[config.mk]
export PLATFORM = sky130hd
export DESIGN_NAME = ovpa_keycmp
export DESIGN_NICKNAME = d
export VERILOG_FILES = /design/src/rtl/core/ovpa_pkg.sv /design/src/rtl/core/ovpa_keycmp.sv
export SDC_FILE = /design/constraint.sdc
export NUM_CORES = 1
export LEC_CHECK = 0
export BUFFER_PORTS_ARGS = -buffer_cell sky130_fd_sc_hd__buf_2
export CORE_ASPECT_RATIO = 0.8
export CORE_MARGIN = 2
export CORE_UTILIZATION = 41
export DETAILED_ROUTE_END_ITERATION = 10
export PLACE_DENSITY = 0.93
export SYNTH_ARGS = -nofsm -noshare
export SYNTH_HDL_FRONTEND = slang
export SYNTH_SLANG_ARGS = --single-unit
[constraint.sdc]
create_clock -name vclk -period 2.2
set_clock_uncertainty 0.1 [all_clocks]
set_input_delay 0.22 -clock vclk [all_inputs]
set_output_delay 0.22 -clock vclk [all_outputs]
set_load 0.02 [all_outputs]
[src/rtl/core/ovpa_pkg.sv]
// Shared constants, codes and the plane ordering key for the overlay plane allocator.
// Used by ovpa_keycmp and overlay_plane_allocator_core; no dependencies.
`timescale 1ns / 1ps

package ovpa_pkg;

    // default table dimensions
    localparam int NUM_PLANES_DEF = 16;
    localparam int NUM_PIPES_DEF  = 4;
    localparam int NUM_FMTS_DEF   = 8;

    // grant list per pipe
    localparam int MAX_GRANT = 16;
    localparam int GRANT_IW  = 4;   // index into one grant list
    localparam int GRANT_CW  = 5;   // grant count, 0..MAX_GRANT

    localparam int Z_W  = 64;
    localparam int ID_W = 32;

    // command codes
    localparam logic [2:0] MODE_LOAD_PLANE = 3'd0;
    localparam logic [2:0] MODE_LOAD_FMT   = 3'd1;
    localparam logic [2:0] MODE_RESERVE    = 3'd2;
    localparam logic [2:0] MODE_RELEASE    = 3'd3;
    localparam logic [2:0] MODE_LIST       = 3'd4;

    // result status codes
    localparam logic ST_OK      = 1'b0;
    localparam logic ST_UNAVAIL = 1'b1;

    // ordering key: z first, then id
    typedef struct packed {
        logic [Z_W-1:0]  z;
        logic [ID_W-1:0] id;
    } t_key;

endpackage

[src/rtl/core/ovpa_keycmp.sv]
// Shared key comparator: (z, id) less-than, also used for the z floor check.
// Depends on ovpa_pkg.
`timescale 1ns / 1ps

module ovpa_keycmp import ovpa_pkg::*; (
    input  t_key i_a,
    input  t_key i_b,
    output logic o_lt
);

    // z occupies the upper bits; the compare orders by z first, then by id
    assign o_lt = (i_a.z < i_b.z) || ((i_a.z == i_b.z) && (i_a.id < i_b.id));

endmodule

Word-level counts from Yosys, hierarchy flattened
Index checks and enable logic that the tools add are counted. W data, S select, Z words.

Word-level logic and storage cells: 5. Output and inout port bits: 1. Register bits after elaboration: 0. Bits of input ports: 192.

Reduce and logical (&&, ||, !) cells: 2. Eq/ne operators: 1. $lt $le $gt $ge: 2.

Operators by type and width (count): $eq A64 B64 Y1 (1); $lt A64 B64 Y1 (1); $lt A32 B32 Y1 (1); $logic_and A1 B1 Y1 (1); $logic_or A1 B1 Y1 (1).

Logic depth before layout (Yosys ltp)
Word-level depth: 3. Mapped depth: 9. Gate-level depth less buffers: 9.

Worst setup path before layout
OpenSTA, ideal clock, no wires.

Kind: in2out. From: input port i_b[13] in the netlist's numbering. To: output port o_lt. Required time: 1880 ps. Stages on the path: 8. Arrival time: 1865 ps. Path buffers: 0. Path slack: 15 ps. Path through: inv_1 > ha_1 > a21o_1 > a21o_1 > a221oi_1 > a211o_1 > a2111oi_2 > o31ai_1.

Cells in the longest elaborated chain, start to end: 3.

Ends and longest elaborated chain: from (decl) (line ovpa_keycmp.sv:7) `input t_key i_b,`; $lt A32 B32 Y1 (line ovpa_keycmp.sv:12) `assign o_lt = (i_a.z < i_b.z) || ((i_a.z == i_b.z) && (i_a.id < i_b.id));`; $logic_and A1 B1 Y1 (line ovpa_keycmp.sv:12); $logic_or A1 B1 Y1 (line ovpa_keycmp.sv:12); to (decl) (line ovpa_keycmp.sv:8) `output logic o_lt`.

Every way passes these cells.

Final worst setup path
From: input port i_b[59] in the netlist's numbering. To: output port o_lt.

Cells in the longest elaborated chain, start to end: 3. Elaborated cells on any way between the ends: 4. Classes of those cells: 1 x order compare; 1 x eq/ne; 2 x reduce/logical.

Ends and longest elaborated chain (line): parallel branches: the longest is 2 deep, another holds $lt A64 B64 Y1; $logic_or A1 B1 Y1 * (ovpa_keycmp.sv:12).

Every way passes the cells marked *.

==> results.yml <==
run_status:
  run_status: "finished, violations left"
  violations_in_the_final_reports: "negative setup slack"
synthesis:
  post_synth_main_area_contributors: "sky130_fd_sc_hd__ha_1, sky130_fd_sc_hd__inv_1, sky130_fd_sc_hd__a21oi_1"
  simple_gate_area_share_of_the_yosys_netlist_pct: 14.6
  postSynthNetCount: 625
  synthCells: 338
  synth_largest_area_cell: "sky130_fd_sc_hd__ha_1"
  synth_area_per_cell_um2: 6.96
  synthDistinctLibCells: 25
  synth_adder_area_share_pct: 50.6
  ys_warn_count: 0
  synthesis.area_um2: 2350
  complex_gate_fraction_of_the_synthesized_area_pct: 19.6
  synth_sequential_area_ratio_pct: 0
  synthMuxAreaShare_pct: 0
  synth_largest_type_area_fraction_pct: 50.6
  synth_top_family_by_area: "adder cells"
  post_synth_xor_area_fraction_pct: 0
timing:
  report.final.hold_viol_count: 0
  slew_violations: 0
  slew_headroom_pct: 79.2
  slew_at_the_pin_with_the_worst_max_slew_slack_ns: 0.310
  totalNegativeSetupSlack_ns: -0.0747
  period_minus_slack_ns: 2.27
  rsz0062_at_grt: "true"
  finalSetupViolCount: 1
  fin_ws_ns: -0.0747
  timing.final.crit_share_pct: 103
  maxClockFrequency_mhz: 440
  fin_worst_hold_slack_ns: 0.884
setup_path:
  crit_path_max_fanout: 2
  critical_path.max_stage_delay_ns: 0.28
  cp.arrival_ns: 1.95
  worst_setup_path_start_kind: "input pin"
  timing.critical_path.mode_cell: "sky130_fd_sc_hd__buf_4"
  crit_path_end_kind: "output pin"
  cp_slowest_cell: "sky130_fd_sc_hd__ha_1"
  path_cells: "buf_2 > inv_1 > ha_1 > nand4_1 > buf_4 > buf_4 > buf_4 > nor2_1 > nand2_1 > o211ai_1 > a211oi_2 > o211ai_1 > o31ai_1 > buf_4"
  data_required_time_of_the_critical_path_ns: 1.88
  path_class: "in2out"
finish:
  antenna_cells_inserted: 0
  layout_area_overhead_pct: 69.2
  finish.cell_count_without_fillers: 628
  final.clkbuf_count: 0
  fillers: 408
  seqCellArea_um2: 0
  post_route_cells_drive_above_1_share_pct: 47.3
  numSequentialCells: 0
  net_total_in_the_final_layout: 839
floorplan:
  boundaryPins: 193
  fp.dieArea_um2: 6360
  coreArea_um2: 5500
  fp.dieH_um: 71.7
  core.rowCount: 24
  die_width_um: 88.7
  initial_core_util_pct: 42.8
power:
  p_leak_nw: 2.38
  total_power_uw: 701
  power_per_cell_area_nw_per_um2: 176
  irDropWorstVdd_v: 0.000109
detailed_routing:
  drt_iter0_markers: 53
  met3_wirelength_um: 564
  antenna_left: 0
  drt-wirelength-per-cell_um: 13.8
  top_layer: "met4"
  drcViolationCount: 0
  post_drt_via_cell_ratio: 5.16
  wl_um: 8660
  met2WireLength_um: 4630
  vias: 3240
  number_of_iterations_in_the_first_detailed_routing_pass: 4
  routedLengthMet1_um: 3080
global_route:
  total_gr_overflow: 0
  first_global_vias: 3448
  grt_first_pass_wirelength_um: 13900
  grt_antenna_before_repair: 0
  grt_util_all_layers_pct: 26.6
  grt_start_max_net_pins: 4
placed_design:
  placement.setup.worst_slack_ns: -0.236
  detailed_place_hpwl_um: 6750
  port-buffer-count: 193
  numPlacedInstances: 624
  place.gp.congestion: 0.833
worst_hold_path:
  min_path_cells: 6
  timing.hold.worst.start: "i_a[31]"
  min_delay_worst_endpoint: "o_lt"
  class_of_the_most_critical_hold_timing_path: "in2out"
job:
  maxCapViolCount: 0
cell type report:
cell class / instances / area, um2 / area share, %
Inverter: 95 / 359 / 9.03
Timing Repair Buffer: 212 / 1160 / 29.3
Multi-Input combinational cell: 243 / 2360 / 59.2
Tap cell: 78 / 97.6 / 2.45
worst max-delay path: cells and delay by family:
family          cells  cell delay [ns]
buf+inv             6             0.70
compound gates      4             0.43
fa+ha+maj           1             0.28
simple gates        3             0.32
stage by stage:
step	utilization [%]	cell area, um2
after detailed placement	64.2	3530
after global placement	64.2	3530
after floorplan	-	2350
after global routing	72.4	3980
final	72.4	3980
after CTS	71.8	3950
cell families after synthesis:
group                    after synthesis
buffers and inverters                 95
AO/OA/AOI/OAI                         76
AND/OR/NAND/NOR                       72
adder cells (fa/ha/maj)               95
placed cells by master (no fill, tap or decap), drive strengths merged, types with 2 or more instances in the layout:
cell    count
o21ai      15
nor2       16
inv        95
buf       212
a221oi      4
and4        2
nand3       4
nor2b       3
nand2      27
a21o        8
a21oi      34
a211oi      6
o211ai      3
nor4        4
nand4      13
ha         95
worst max-delay path by stage:
| stage | from | end | slack [ns] | cells past startpoint |
|---|---|---|---|---|
| floorplan | i_b[13] | o_lt | 0.02 | 8 |
| global placement | i_b[46] | o_lt | -0.30 | 11 |
| detailed placement | i_b[46] | o_lt | -0.24 | 11 |
| CTS | i_b[90] | o_lt | -0.02 | 12 |
| global route | i_b[57] | o_lt | -0.16 | 14 |
| finish | i_b[59] | o_lt | -0.07 | 14 |
report_power, final:
group / switching (mW) / leakage [nW] / internal, mW / total, mW
Combinational: 0.331 / 2.38 / 0.370 / 0.701
Sequential: 0 / 0 / 0 / 0
Clock: 0 / 0 / 0 / 0
synthesized netlist by cell type (2+ instances only):
cell type,number
sky130_fd_sc_hd__nor2b_1,3
sky130_fd_sc_hd__a211oi_1,6
sky130_fd_sc_hd__o21ai_0,14
sky130_fd_sc_hd__inv_1,95
sky130_fd_sc_hd__a21o_1,8
sky130_fd_sc_hd__nand2_1,27
sky130_fd_sc_hd__o211ai_1,3
sky130_fd_sc_hd__nand4_1,13
sky130_fd_sc_hd__a221oi_1,4
sky130_fd_sc_hd__nand3_1,4
sky130_fd_sc_hd__a21oi_1,34
sky130_fd_sc_hd__ha_1,95
sky130_fd_sc_hd__nor2_1,16
sky130_fd_sc_hd__and4_1,2
sky130_fd_sc_hd__nor4_1,4
metal layers:
metal	GRT usage [%]	vias up
met5	0	-
met4	13.8	0
met3	4.72	48
met2	53.9	155
met1	24.5	1445
li1	-	1592
repair_timing:
item / 4_1_cts / 5_1_grt
setup buffers: 4 / 1
resized for setup: 60 / 6
setup endpoints to repair: 1 / 1
pin swaps: 29 / 6
gates cloned: 0 / 0
hold buffers: 0 / 0
No activity file was read; power rests on OpenSTA's default activity.
